[config.mk]
export PLATFORM = sky130hd
export DESIGN_NAME = button_pulse_and_auto_on_sequencer_top
export DESIGN_NICKNAME = d
export VERILOG_FILES = /design/src/sv/bpas_pkg.sv /design/src/sv/button_pulse_and_auto_on_sequencer_top.sv
export SDC_FILE = /design/constraint.sdc
export NUM_CORES = 1
export LEC_CHECK = 0
export ABC_CLOCK_PERIOD_IN_PS = 6200
export BUFFER_PORTS_ARGS = -buffer_cell sky130_fd_sc_hd__buf_2
export CAP_MARGIN = 10
export CORE_AREA = 5 5 142 144
export DETAILED_ROUTE_END_ITERATION = 12
export DIE_AREA = 0 0 147 149
export PLACE_DENSITY = 0.81
export SLEW_MARGIN = 20
export SYNTH_ARGS = -nofsm -noshare
export SYNTH_HDL_FRONTEND = slang
export SYNTH_SLANG_ARGS = --single-unit
[constraint.sdc]
create_clock -name clk -period 6.2 [get_ports clk]
set_clock_uncertainty 0.05 [all_clocks]
set_input_delay 0.62 -clock clk [delete_from_list [all_inputs] [get_ports clk]]
set_output_delay 0.62 -clock clk [all_outputs]
set_load 0.01 [all_outputs]
[src/sv/bpas_pkg.sv]
// Package for the button pulse and auto power-on sequencer.
// Holds command codes, register indexes, field widths and register reset values.
// No dependencies; the top level refers to it by scoped names.
`default_nettype none

package bpas_pkg;

    // Field widths fixed by the item format.
    localparam int CMD_W   = 2;
    localparam int IDX_W   = 3;
    localparam int MS_W    = 16;
    localparam int MV_W    = 16;
    localparam int EDGE_W  = 8;
    localparam int PULSE_W = 7;
    localparam int CFG_W   = 16;
    localparam int REG_IDX_W = 3;

    // Input command codes carried on the slave tuser.
    localparam logic [CMD_W-1:0] CMD_TICK  = 2'd0;
    localparam logic [CMD_W-1:0] CMD_PRESS = 2'd1;
    localparam logic [CMD_W-1:0] CMD_ALERT = 2'd2;
    localparam logic [CMD_W-1:0] CMD_NONE  = 2'd3;

    // Configuration register indexes.
    localparam logic [REG_IDX_W-1:0] REG_AUTO_ON_ENABLE    = 3'd0;
    localparam logic [REG_IDX_W-1:0] REG_ON_THRESHOLD_MV   = 3'd1;
    localparam logic [REG_IDX_W-1:0] REG_AUTO_ON_DELAY_MS  = 3'd2;
    localparam logic [REG_IDX_W-1:0] REG_FLASH_INTERVAL_MS = 3'd3;
    localparam logic [REG_IDX_W-1:0] REG_FLASH_PULSES      = 3'd4;
    localparam logic [REG_IDX_W-1:0] REG_AC_PRESS_MS       = 3'd5;
    localparam logic [REG_IDX_W-1:0] REG_AC_BUTTON         = 3'd6;
    localparam logic [REG_IDX_W-1:0] REG_FLASH_BUTTON      = 3'd7;

    // Register reset values.
    localparam logic [MV_W-1:0]    RST_ON_THRESHOLD_MV   = 16'd20000;
    localparam logic [MS_W-1:0]    RST_AUTO_ON_DELAY_MS  = 16'd5000;
    localparam logic [MS_W-1:0]    RST_FLASH_INTERVAL_MS = 16'd250;
    localparam logic [PULSE_W-1:0] RST_FLASH_PULSES      = 7'd3;
    localparam logic [MS_W-1:0]    RST_AC_PRESS_MS       = 16'd500;
    localparam logic [IDX_W-1:0]   RST_AC_BUTTON         = 3'd4;
    localparam logic [IDX_W-1:0]   RST_FLASH_BUTTON      = 3'd3;

    // Saturation limit of the millisecond counters.
    localparam logic [MS_W-1:0] MS_MAX = 16'hFFFF;

endpackage

`default_nettype wire

[src/sv/button_pulse_and_auto_on_sequencer_top.sv]
// Top level of the button pulse and auto power-on sequencer.
// Depends on bpas_pkg for codes, widths and register reset values.
//
//   Channel  Direction  Handshake          Payload
//   s_*      in         s_tvalid/s_tready  tuser: cmd; tdata: index, press_ms, battery_mv
//   m_*      out        m_tvalid/m_tready  tdata: lines, accepted, fired, busy flags
//   cfg_*    in         cfg_we             cfg_index selects, cfg_data holds the value
//
// Each transfer is processed in the cycle it is accepted: the state registers
// and the result are updated at the same clock edge, so one item per cycle
// while s_tready is high. The result is registered in the output register; a
// skid register behind it lets one more item in while the output is stalled.
// Reset is asynchronous and active low; no clearing pass is needed.
`default_nettype none

module button_pulse_and_auto_on_sequencer_top #(
    parameter int NUM_BUTTONS = 5
) (
    input  wire logic clk,
    input  wire logic rst_n,

    input  wire logic                                 s_tvalid,
    output logic                                      s_tready,
    // [2:0] button_index, [18:3] press_ms, [34:19] battery_mv, [39:35] zero
    input  wire logic [39:0]                          s_tdata,
    // [1:0] cmd
    input  wire logic [bpas_pkg::CMD_W-1:0]           s_tuser,

    output logic                                      m_tvalid,
    input  wire logic                                 m_tready,
    // button_lines, accepted, auto_on_fired, press_busy, alert_busy, zero fill
    output logic [((NUM_BUTTONS + 4 + 7) / 8) * 8 - 1:0] m_tdata,

    input  wire logic                                 cfg_we,
    input  wire logic [bpas_pkg::REG_IDX_W-1:0]       cfg_index,
    input  wire logic [bpas_pkg::CFG_W-1:0]           cfg_data
);

    localparam int RES_W = NUM_BUTTONS + 4;
    localparam int OUT_W = ((RES_W + 7) / 8) * 8;
    localparam int IDX_W = bpas_pkg::IDX_W;
    localparam int MS_W  = bpas_pkg::MS_W;
    localparam int MV_W  = bpas_pkg::MV_W;

    // One-hot line mask for a button index; indexes past the last line give zero.
    function automatic logic [NUM_BUTTONS-1:0] line_bit(input logic [IDX_W-1:0] idx);
        logic [NUM_BUTTONS-1:0] mask;
        mask = '0;
        for (int i = 0; i < NUM_BUTTONS; i++) begin
            mask[i] = (idx == IDX_W'(i));
        end
        return mask;
    endfunction

    // Saturating millisecond increment.
    function automatic logic [MS_W-1:0] sat_inc(input logic [MS_W-1:0] v);
        return (v == bpas_pkg::MS_MAX) ? v : v + MS_W'(1);
    endfunction

    // Configuration registers.
    logic                           auto_on_enable_reg;
    logic [MV_W-1:0]                on_threshold_mv_reg;
    logic [MS_W-1:0]                auto_on_delay_ms_reg;
    logic [MS_W-1:0]                flash_interval_ms_reg;
    logic [bpas_pkg::PULSE_W-1:0]   flash_pulses_reg;
    logic [MS_W-1:0]                ac_press_ms_reg;
    logic [IDX_W-1:0]               ac_button_reg;
    logic [IDX_W-1:0]               flash_button_reg;

    // Sequencer state.
    logic [NUM_BUTTONS-1:0]         line_levels_reg,   line_levels_next;
    logic                           press_active_reg,  press_active_next;
    logic [IDX_W-1:0]               press_button_reg,  press_button_next;
    logic [MS_W-1:0]                press_length_reg,  press_length_next;
    logic [MS_W-1:0]                press_elapsed_reg, press_elapsed_next;
    logic                           alert_active_reg,  alert_active_next;
    logic [bpas_pkg::EDGE_W-1:0]    alert_edges_reg,   alert_edges_next;
    logic [MS_W-1:0]                alert_elapsed_reg, alert_elapsed_next;
    logic                           station_was_off_reg, station_was_off_next;
    logic                           ac_done_reg,       ac_done_next;
    logic [MS_W-1:0]                on_elapsed_reg,    on_elapsed_next;

    // Output and skid registers.
    logic                           out_valid_reg;
    logic [OUT_W-1:0]               out_data_reg;
    logic                           skid_valid_reg;
    logic [OUT_W-1:0]               skid_data_reg;

    // Input fields.
    logic [IDX_W-1:0]               in_idx;
    logic [MS_W-1:0]                in_press_ms;
    logic [MV_W-1:0]                in_mv;
    logic                           in_fire;

    // Helpers for the update logic.
    logic [NUM_BUTTONS-1:0]         idx_mask, press_mask, flash_mask, ac_mask;
    logic [MS_W-1:0]                press_el_inc, alert_el_inc, on_el_inc;
    logic [bpas_pkg::EDGE_W-1:0]    edges_inc, edge_limit;
    logic                           is_on, flash_was_high;
    logic                           accepted, fired;
    logic [RES_W-1:0]               result;

    assign in_idx      = s_tdata[2:0];
    assign in_press_ms = s_tdata[18:3];
    assign in_mv       = s_tdata[34:19];

    assign s_tready = !skid_valid_reg;
    assign in_fire  = s_tvalid && s_tready;
    assign m_tvalid = out_valid_reg;
    assign m_tdata  = out_data_reg;

    assign idx_mask     = line_bit(in_idx);
    assign press_mask   = line_bit(press_button_reg);
    assign flash_mask   = line_bit(flash_button_reg);
    assign ac_mask      = line_bit(ac_button_reg);
    assign press_el_inc = sat_inc(press_elapsed_reg);
    assign alert_el_inc = sat_inc(alert_elapsed_reg);
    assign on_el_inc    = sat_inc(on_elapsed_reg);
    assign edges_inc    = alert_edges_reg + bpas_pkg::EDGE_W'(1);
    assign edge_limit   = {flash_pulses_reg, 1'b0};
    assign is_on        = (in_mv >= on_threshold_mv_reg);

    // Configuration writes.
    always_ff @(posedge clk or negedge rst_n)
    begin
        if (!rst_n)
        begin
            auto_on_enable_reg    <= 1'b0;
            on_threshold_mv_reg   <= bpas_pkg::RST_ON_THRESHOLD_MV;
            auto_on_delay_ms_reg  <= bpas_pkg::RST_AUTO_ON_DELAY_MS;
            flash_interval_ms_reg <= bpas_pkg::RST_FLASH_INTERVAL_MS;
            flash_pulses_reg      <= bpas_pkg::RST_FLASH_PULSES;
            ac_press_ms_reg       <= bpas_pkg::RST_AC_PRESS_MS;
            ac_button_reg         <= bpas_pkg::RST_AC_BUTTON;
            flash_button_reg      <= bpas_pkg::RST_FLASH_BUTTON;
        end
        else if (cfg_we)
        begin
            unique case (cfg_index)
                bpas_pkg::REG_AUTO_ON_ENABLE:    auto_on_enable_reg    <= cfg_data[0];
                bpas_pkg::REG_ON_THRESHOLD_MV:   on_threshold_mv_reg   <= cfg_data;
                bpas_pkg::REG_AUTO_ON_DELAY_MS:  auto_on_delay_ms_reg  <= cfg_data;
                bpas_pkg::REG_FLASH_INTERVAL_MS: flash_interval_ms_reg <= cfg_data;
                bpas_pkg::REG_FLASH_PULSES:
                    flash_pulses_reg <= cfg_data[bpas_pkg::PULSE_W-1:0];
                bpas_pkg::REG_AC_PRESS_MS:       ac_press_ms_reg       <= cfg_data;
                bpas_pkg::REG_AC_BUTTON:         ac_button_reg    <= cfg_data[IDX_W-1:0];
                bpas_pkg::REG_FLASH_BUTTON:      flash_button_reg <= cfg_data[IDX_W-1:0];
                default: ;
            endcase
        end
    end

    // Next state and result for the item in this transfer.
    always_comb
    begin
        line_levels_next     = line_levels_reg;
        press_active_next    = press_active_reg;
        press_button_next    = press_button_reg;
        press_length_next    = press_length_reg;
        press_elapsed_next   = press_elapsed_reg;
        alert_active_next    = alert_active_reg;
        alert_edges_next     = alert_edges_reg;
        alert_elapsed_next   = alert_elapsed_reg;
        station_was_off_next = station_was_off_reg;
        ac_done_next         = ac_done_reg;
        on_elapsed_next      = on_elapsed_reg;
        accepted             = 1'b0;
        fired                = 1'b0;
        flash_was_high       = 1'b0;

        if (in_fire)
        begin
            unique case (s_tuser)
                bpas_pkg::CMD_PRESS:
                begin
                    if ((idx_mask != '0) && !press_active_reg)
                    begin
                        press_active_next  = 1'b1;
                        press_button_next  = in_idx;
                        press_length_next  = in_press_ms;
                        press_elapsed_next = '0;
                        line_levels_next   = line_levels_reg | idx_mask;
                        accepted           = 1'b1;
                    end
                end
                bpas_pkg::CMD_ALERT:
                begin
                    alert_active_next  = 1'b1;
                    alert_edges_next   = '0;
                    alert_elapsed_next = '0;
                    line_levels_next   = line_levels_reg | flash_mask;
                end
                bpas_pkg::CMD_TICK:
                begin
                    // Release a press whose time is up.
                    if (press_active_reg)
                    begin
                        press_elapsed_next = press_el_inc;
                        if (press_el_inc >= press_length_reg)
                        begin
                            line_levels_next   = line_levels_next & ~press_mask;
                            press_active_next  = 1'b0;
                            press_button_next  = '0;
                            press_length_next  = '0;
                            press_elapsed_next = '0;
                        end
                    end
                    // Flashlight toggling; a rising edge may end the alert.
                    if (alert_active_reg)
                    begin
                        alert_elapsed_next = alert_el_inc;
                        if (alert_el_inc >= flash_interval_ms_reg)
                        begin
                            flash_was_high     = |(line_levels_next & flash_mask);
                            line_levels_next   = line_levels_next ^ flash_mask;
                            alert_elapsed_next = '0;
                            if (!flash_was_high)
                            begin
                                alert_edges_next = edges_inc;
                                if (edges_inc >= edge_limit)
                                begin
                                    alert_active_next = 1'b0;
                                    alert_edges_next  = '0;
                                    line_levels_next  = line_levels_next & ~flash_mask;
                                end
                            end
                        end
                    end
                    // Auto power-on: at most one AC press a set delay after the station comes on.
                    on_elapsed_next = on_el_inc;
                    if (auto_on_enable_reg)
                    begin
                        if (is_on && station_was_off_reg)
                        begin
                            on_elapsed_next      = '0;
                            station_was_off_next = 1'b0;
                            ac_done_next         = 1'b0;
                        end
                        if (!is_on && !station_was_off_reg)
                        begin
                            station_was_off_next = 1'b1;
                        end
                        if (is_on && !ac_done_next && !station_was_off_next &&
                            (on_elapsed_next >= auto_on_delay_ms_reg))
                        begin
                            if ((ac_mask != '0) && !press_active_next)
                            begin
                                press_active_next  = 1'b1;
                                press_button_next  = ac_button_reg;
                                press_length_next  = ac_press_ms_reg;
                                press_elapsed_next = '0;
                                line_levels_next   = line_levels_next | ac_mask;
                            end
                            ac_done_next = 1'b1;
                            fired        = 1'b1;
                        end
                    end
                end
                default: ;
            endcase
        end

        result = {alert_active_next, press_active_next, fired, accepted, line_levels_next};
    end

    // State registers.
    always_ff @(posedge clk or negedge rst_n)
    begin
        if (!rst_n)
        begin
            line_levels_reg     <= '0;
            press_active_reg    <= 1'b0;
            press_button_reg    <= '0;
            press_length_reg    <= '0;
            press_elapsed_reg   <= '0;
            alert_active_reg    <= 1'b0;
            alert_edges_reg     <= '0;
            alert_elapsed_reg   <= '0;
            station_was_off_reg <= 1'b1;
            ac_done_reg         <= 1'b0;
            on_elapsed_reg      <= '0;
        end
        else
        begin
            line_levels_reg     <= line_levels_next;
            press_active_reg    <= press_active_next;
            press_button_reg    <= press_button_next;
            press_length_reg    <= press_length_next;
            press_elapsed_reg   <= press_elapsed_next;
            alert_active_reg    <= alert_active_next;
            alert_edges_reg     <= alert_edges_next;
            alert_elapsed_reg   <= alert_elapsed_next;
            station_was_off_reg <= station_was_off_next;
            ac_done_reg         <= ac_done_next;
            on_elapsed_reg      <= on_elapsed_next;
        end
    end

    // Output register with a skid register behind it.
    always_ff @(posedge clk or negedge rst_n)
    begin
        if (!rst_n)
        begin
            out_valid_reg  <= 1'b0;
            skid_valid_reg <= 1'b0;
        end
        else if (m_tready || !out_valid_reg)
        begin
            if (skid_valid_reg)
            begin
                out_valid_reg  <= 1'b1;
                skid_valid_reg <= 1'b0;
            end
            else
            begin
                out_valid_reg <= in_fire;
            end
        end
        else if (in_fire)
        begin
            skid_valid_reg <= 1'b1;
        end
    end

    // Payload of the output and skid registers.
    always_ff @(posedge clk)
    begin
        if (m_tready || !out_valid_reg)
        begin
            if (skid_valid_reg)
            begin
                out_data_reg <= skid_data_reg;
            end
            else if (in_fire)
            begin
                out_data_reg <= OUT_W'(result);
            end
        end
        else if (in_fire)
        begin
            skid_data_reg <= OUT_W'(result);
        end
    end

    // The skid register only ever holds a result behind a valid output.
    a_skid_behind_out: assert property (@(posedge clk) disable iff (!rst_n)
        skid_valid_reg |-> out_valid_reg)
        else $error("skid register full while output register empty");

    // A transfer taken while the output stalls must land in the skid register.
    a_stall_fills_skid: assert property (@(posedge clk) disable iff (!rst_n)
        (in_fire && out_valid_reg && !m_tready) |=> skid_valid_reg)
        else $error("result lost during output stall");

    // An idle press leaves its bookkeeping cleared.
    a_press_idle_clear: assert property (@(posedge clk) disable iff (!rst_n)
        !press_active_reg |-> (press_elapsed_reg == '0 && press_length_reg == '0 &&
                               press_button_reg == '0))
        else $error("press state not cleared while idle");

    // An idle alert leaves its counters cleared.
    a_alert_idle_clear: assert property (@(posedge clk) disable iff (!rst_n)
        !alert_active_reg |-> (alert_edges_reg == '0 && alert_elapsed_reg == '0))
        else $error("alert counters not cleared while idle");

endmodule

`default_nettype wire

# Word-level counts from Yosys, hierarchy flattened
# Index checks and enable logic that the tools add are counted.
# totals
in_bits	66
ff_bits	182
wordCells	208
output_inout_bits	18
# classes
n_reduce_logical	45
mux	89
n_lt_le_gt_ge	5
bitwise	10
eq_ne	32
addsub	4
# op_table
op	count
two-way mux 16 bit	22
case mux 16 bit (2 select lines)	3
two-way mux 5 bit	15
>= comparator 16 bit	4
adder 16 x 1 -> 16 bit, second input constant	3
equality test 16 bit, second input constant	3
two-way mux 1 bit	32
two-way mux 8 bit	4
equality test 3 x 2 -> 1 bit, second input constant	10
equality test 3 bit, second input constant	8
AND reduction 2 bit	11
two-way mux 3 bit	6
two-way mux 9 bit	2
case mux 8 bit (2 select lines)	1
bitwise AND 5 bit	3
equality test 3 x 1 -> 1 bit, second input constant	5
zero test 3 bit	5
bitwise OR 5 bit	3
case mux 5 bit (3 select lines)	1
inverter 5 bit	2
nonzero test 5 bit	2
AND reduction 3 bit	3
adder 8 x 1 -> 8 bit, second input constant	1
>= comparator 8 bit	1
other kinds (14)	35

# Logic depth before layout (Yosys ltp)
# logic_depth
depth_word	23
mapped_depth	20
mapped_depth_nobuf	20

# Worst setup path after synthesis
# OpenSTA, ideal clock, no wires.
# synth_timing
path_kind	input-to-reg
from	input s_tdata[30]
to	register out_data_reg[3], in the netlist m_tdata[3] (data pin)
t_arrival_ps	4218
stages	15
setup_ps	176
path_buffers	1
required_ps	5974
path_slack_ps	1756
cell_sequence	ha_1 -> and4_1 -> nand2_1 -> or4_4 -> a31oi_2 -> clkbuf_1 -> nor2_1 -> ha_1 -> o211ai_1 -> o21ai_0 -> nand3_1 -> o21ai_0 -> nand3_1 -> o41a_1 -> o311ai_2
# synth_via
elab_chain_cells	16
word_cells_on_any_way	29
cone_classes	order compare: 2; mux: 19; reduce/logical: 8
# synth_lines
item	line	text
from (decl)	button_pulse_and_auto_on_sequencer_top.sv:25	input wire logic [39:0] s_tdata,
>= comparator 16 bit *	button_pulse_and_auto_on_sequencer_top.sv:121	assign is_on = (in_mv >= on_threshold_mv_reg);
branches (longest 8 deep; another with >= comparator 16 bit)	-	
logical AND 1 bit *	button_pulse_and_auto_on_sequencer_top.sv:244	if (is_on && !ac_done_next && !station_was_off_next &&
two-way mux 5 bit *	button_pulse_and_auto_on_sequencer_top.sv:244	
two-way mux 5 bit *	button_pulse_and_auto_on_sequencer_top.sv:232	if (auto_on_enable_reg)
case mux 5 bit (3 select lines) *	button_pulse_and_auto_on_sequencer_top.sv:174	unique case (s_tuser)
two-way mux 5 bit *	button_pulse_and_auto_on_sequencer_top.sv:172	if (in_fire)
two-way mux 9 bit *	button_pulse_and_auto_on_sequencer_top.sv:335	else if (in_fire)
two-way mux 9 bit *	button_pulse_and_auto_on_sequencer_top.sv:331	if (skid_valid_reg)
to (signal assigned)	button_pulse_and_auto_on_sequencer_top.sv:333	out_data_reg <= skid_data_reg;
to (signal assigned)	button_pulse_and_auto_on_sequencer_top.sv:337	out_data_reg <= OUT_W'(result);
to (decl)	button_pulse_and_auto_on_sequencer_top.sv:85	logic [OUT_W-1:0] out_data_reg;
# Mark *: on every way between the ends. The select of a mux whose other input is x is not followed.
# A chain may end at the register's enable or synchronous reset.

# Final worst setup path
# layout_timing
from	register press_elapsed_reg[4]
to	register out_data_reg[4], in the netlist m_tdata[4] (data pin)
# layout_via
elab_chain_cells	23
word_cells_on_any_way	32
cone_classes	add/sub: 1; order compare: 1; eq/ne: 1; mux: 22; bitwise: 4; reduce/logical: 3
# layout_lines
item	line	text
from (decl)	button_pulse_and_auto_on_sequencer_top.sv:75	logic [MS_W-1:0] press_elapsed_reg, press_elapsed_next;
from (signal assigned)	button_pulse_and_auto_on_sequencer_top.sv:290	press_elapsed_reg <= press_elapsed_next;
adder 16 x 1 -> 16 bit / equality test 16 bit (equally long branches)	button_pulse_and_auto_on_sequencer_top.sv:57	return (v == bpas_pkg::MS_MAX) ? v : v + MS_W'(1);
two-way mux 16 bit *	button_pulse_and_auto_on_sequencer_top.sv:57	
>= comparator 16 bit *	button_pulse_and_auto_on_sequencer_top.sv:200	if (press_el_inc >= press_length_reg)
two-way mux 5 bit	button_pulse_and_auto_on_sequencer_top.sv:200	
two-way mux 5 bit	button_pulse_and_auto_on_sequencer_top.sv:197	if (press_active_reg)
two-way mux 5 bit	button_pulse_and_auto_on_sequencer_top.sv:174	
two-way mux 5 bit	button_pulse_and_auto_on_sequencer_top.sv:172	
bitwise XOR 5 bit	button_pulse_and_auto_on_sequencer_top.sv:216	line_levels_next = line_levels_next ^ flash_mask;
(+7 left out)	-	
bitwise OR 5 bit	button_pulse_and_auto_on_sequencer_top.sv:253	line_levels_next = line_levels_next | ac_mask;
two-way mux 5 bit	button_pulse_and_auto_on_sequencer_top.sv:247	if ((ac_mask != '0) && !press_active_next)
two-way mux 5 bit	button_pulse_and_auto_on_sequencer_top.sv:244	
two-way mux 5 bit *	button_pulse_and_auto_on_sequencer_top.sv:232	
case mux 5 bit (3 select lines) *	button_pulse_and_auto_on_sequencer_top.sv:174	
two-way mux 5 bit *	button_pulse_and_auto_on_sequencer_top.sv:172	
two-way mux 9 bit *	button_pulse_and_auto_on_sequencer_top.sv:335	
two-way mux 9 bit *	button_pulse_and_auto_on_sequencer_top.sv:331	
# Every way passes the cells marked *; elsewhere a longest branch is shown, timed or not. The select of a mux whose other input is x is not followed.

==> results_dict.tcl <==
set metrics [dict create \
    portBuffers 71 \
    synth_commonest_cells "147 x nand2_1, 136 x dfrtp_1, 120 x inv_1, 101 x o21ai_0, 85 x ha_1" \
    status "completed" \
    ys_ff_latch 182 \
    yosysTopAreaCell "dfrtp_1" \
    required_ns 6.29 \
    routedWlPerCell_um 18.0 \
    synthTopCellsByArea "dfrtp_1 30%, ha_1 9.5%, dfstp_2 6.6%" \
    top_layer "met5" \
    root_buffer "clkbuf_16" \
    syn2layout_area_growth_pct 9.73 \
    synth-edff-count 18 \
    drv_slew 0 \
    drt-initial-drc-count 814 \
    dpl.hpwl_mm 19.9 \
    numCtsBuffers 17 \
    ios 84 \
    slowest_delay_ns 0.55 \
    finalHoldViolations 0 \
    cp.depth 19 \
    cpMaxStageDelayCell "o311ai_1" \
    synth_most_common_cell "nand2_1" \
    antenna_left 0 \
    wl_met1_mm 11.5 \
    place_congestion 0.919 \
    synth_top_flop_cell "dfrtp_1" \
    async_flop_share_pct 90.1 \
    reg2reg_depth 19 \
    grt_pass1_wl_mm 45.1 \
    worstPathCellList "nand4_1 > nor4_1 > nor2b_1 > and4b_1 > a21oi_1 > ha_1 > o2111ai_1 > nand3_1 > nand2_1 > o22ai_1 > nand2_1 > and2_1 > ha_1 > nor3_1 > nand2_1 > nor2_1 > o21ai_0 > o311ai_1 > a221oi_1" \
    grt_pass1_vias 9158 \
    syn_area_um2 11200 \
    row_count 50 \
    min_period_over_period_pct 89.0 \
    clk_path_buf_depth 2 \
    ys_seq_area_share_pct 41.7 \
    cp_max_fo 8 \
    viasPerCell 6.09 \
    worst_slack_ns 0.684 \
    rsz0062_at_grt "false" \
    synthDistinctLibCells 76 \
    seqCellArea_um2 4680 \
    route.vias.total 9292 \
    startpoint_type "flop" \
    ir_drop_mv 0.220 \
    path_class "reg -> reg" \
    power.total_uw 3830 \
    cp_num_buf_inv 0 \
    tightest_slew_ns 1.08 \
    routed_wl_mm 27.5 \
    die-area_um2 21900 \
    core_um2 18600 \
    p_leak_uw 0.00565 \
    synth_top_area_share_pct 30.3 \
    grt_usage_pct 25.3 \
    timing.critical_path.mode_cell "nand2_1" \
    cts_tree "yes" \
    nets 1429 \
    grt-ovfl-total 0 \
    cp.arrival_ns 5.61 \
    multi_input_area_um2 5880 \
    hold_path_class "in -> async" \
    hold_buffers 0 \
    path_clk_slew_ns 0.07 \
    synthCells 1230 \
    start_util_pct 60.4 \
    h-tree-depth 4 \
    clock_latency_ns 0.44 \
    critical-path-top-delay-family "simple AND/OR/NAND/NOR gates" \
    period_needed_ns 5.52 \
    fp.dieW_um 147 \
    finalSetupTns_ns 0 \
    met2WireLength_mm 13.7 \
    cts_sinks 182 \
    wl_met3_mm 1.61 \
    antenna_found_initial 3 \
    fmax_ghz 0.181 \
    slew_headroom_pct 27.6 \
    critPathCaptureType "flop" \
    drt_pass1_iterations 5 \
    fill_cells 1485 \
    drc 0 \
    ys_warn_count 0 \
    grt_max_degree 112 \
    post-place-ws_ns 0.688 \
    setup_viol 0 \
    maxCapViolCount 0 \
    chipHeight_um 149 \
    syn_avg_cell_area_um2 9.12 \
    layout-drive-gt1-share_pct 15.8 \
    powerDensity_nw_per_um2 311 \
]
stage by stage:
step / util [%] / area (um2) / hold slack (ns) / instances
final: 66.3 / 12300 / 0.272 / 1527
after global placement: 63.1 / 11700 / 0.426 / 1493
after detailed placement: 63.1 / 11700 / 0.436 / 1493
after global routing: 66.3 / 12300 / 0.345 / 1526
after CTS: 66.2 / 12300 / 0.342 / 1525
after floorplan: - / 11200 / 0.274 / 1236
where the power goes:
part	total, uW	switching (uW)	internal, uW
clock network	1070	532	541
logic	1110	655	451
registers	1650	187	1460
total	3830	1370	2450
cells in the final DEF, fill, tap and decap left out, drive strengths merged, types with 9 or more instances in the layout:
master  instances
mux2           48
o31ai          25
xor2           14
and4           10
ha             85
o21ai         103
inv           129
o21a           11
buf            78
edfxtp         18
nor2           71
dfstp          28
nand2         147
nand3          45
a31oi          25
and3           20
a22o           29
o211ai          9
dfrtp         136
a21oi          62
nor3           24
and2           15
clkbuf         18
xnor2          19
final cells by class:
type	count	share of cell area, %
multi-input combinational	877	47.7
sequential	182	38.0
inverter	121	3.69
clock buffer	17	3.45
timing repair buffer	79	3.44
tap	234	2.38
clock inverter	15	1.28
antenna	2	0.0406
metal layers:
metal / vias to the layer above / track usage (%)
met2: 315 / 44.6
met3: 71 / 4.53
met1: 4430 / 31.6
li1: 4472 / -
met5: - / 0
met4: 4 / 8.29
path summary, 6_finish.rpt:
check                                      from                        to  slack, ns
setup reg to reg           press_elapsed_reg[4]                m_tdata[4]       0.68
min in group clk                       s_tvalid                  m_tvalid       0.38
max in group asynchronous                 rst_n  flash_interval_ms_reg[2]       4.62
hold / removal                            rst_n      press_elapsed_reg[8]       0.27
hold reg to reg            press_length_reg[15]      press_length_reg[15]       0.46
setup / recovery           press_elapsed_reg[4]                m_tdata[4]       0.68
logic make-up (layout without fill, tap and decap cells):
kind of cell	count (synthesis)	after routing	share of synthesized area (%)
XOR/XNOR	33	33	2.58
AND/OR/NAND/NOR	381	381	16.3
other	1	9	0.0334
AO/OA/AOI/OAI	322	322	18.8
buffers and inverters	177	232	6.28
flip-flops	182	182	41.7
adder cells (fa/ha/maj)	85	85	9.48
multiplexers	49	49	4.91
what timing repair did:
action	4_1_cts	5_1_grt
resized for setup	0	1
setup endpoints to repair	0	1
setup buffers	0	0
(Power assumes the default switching activity.)
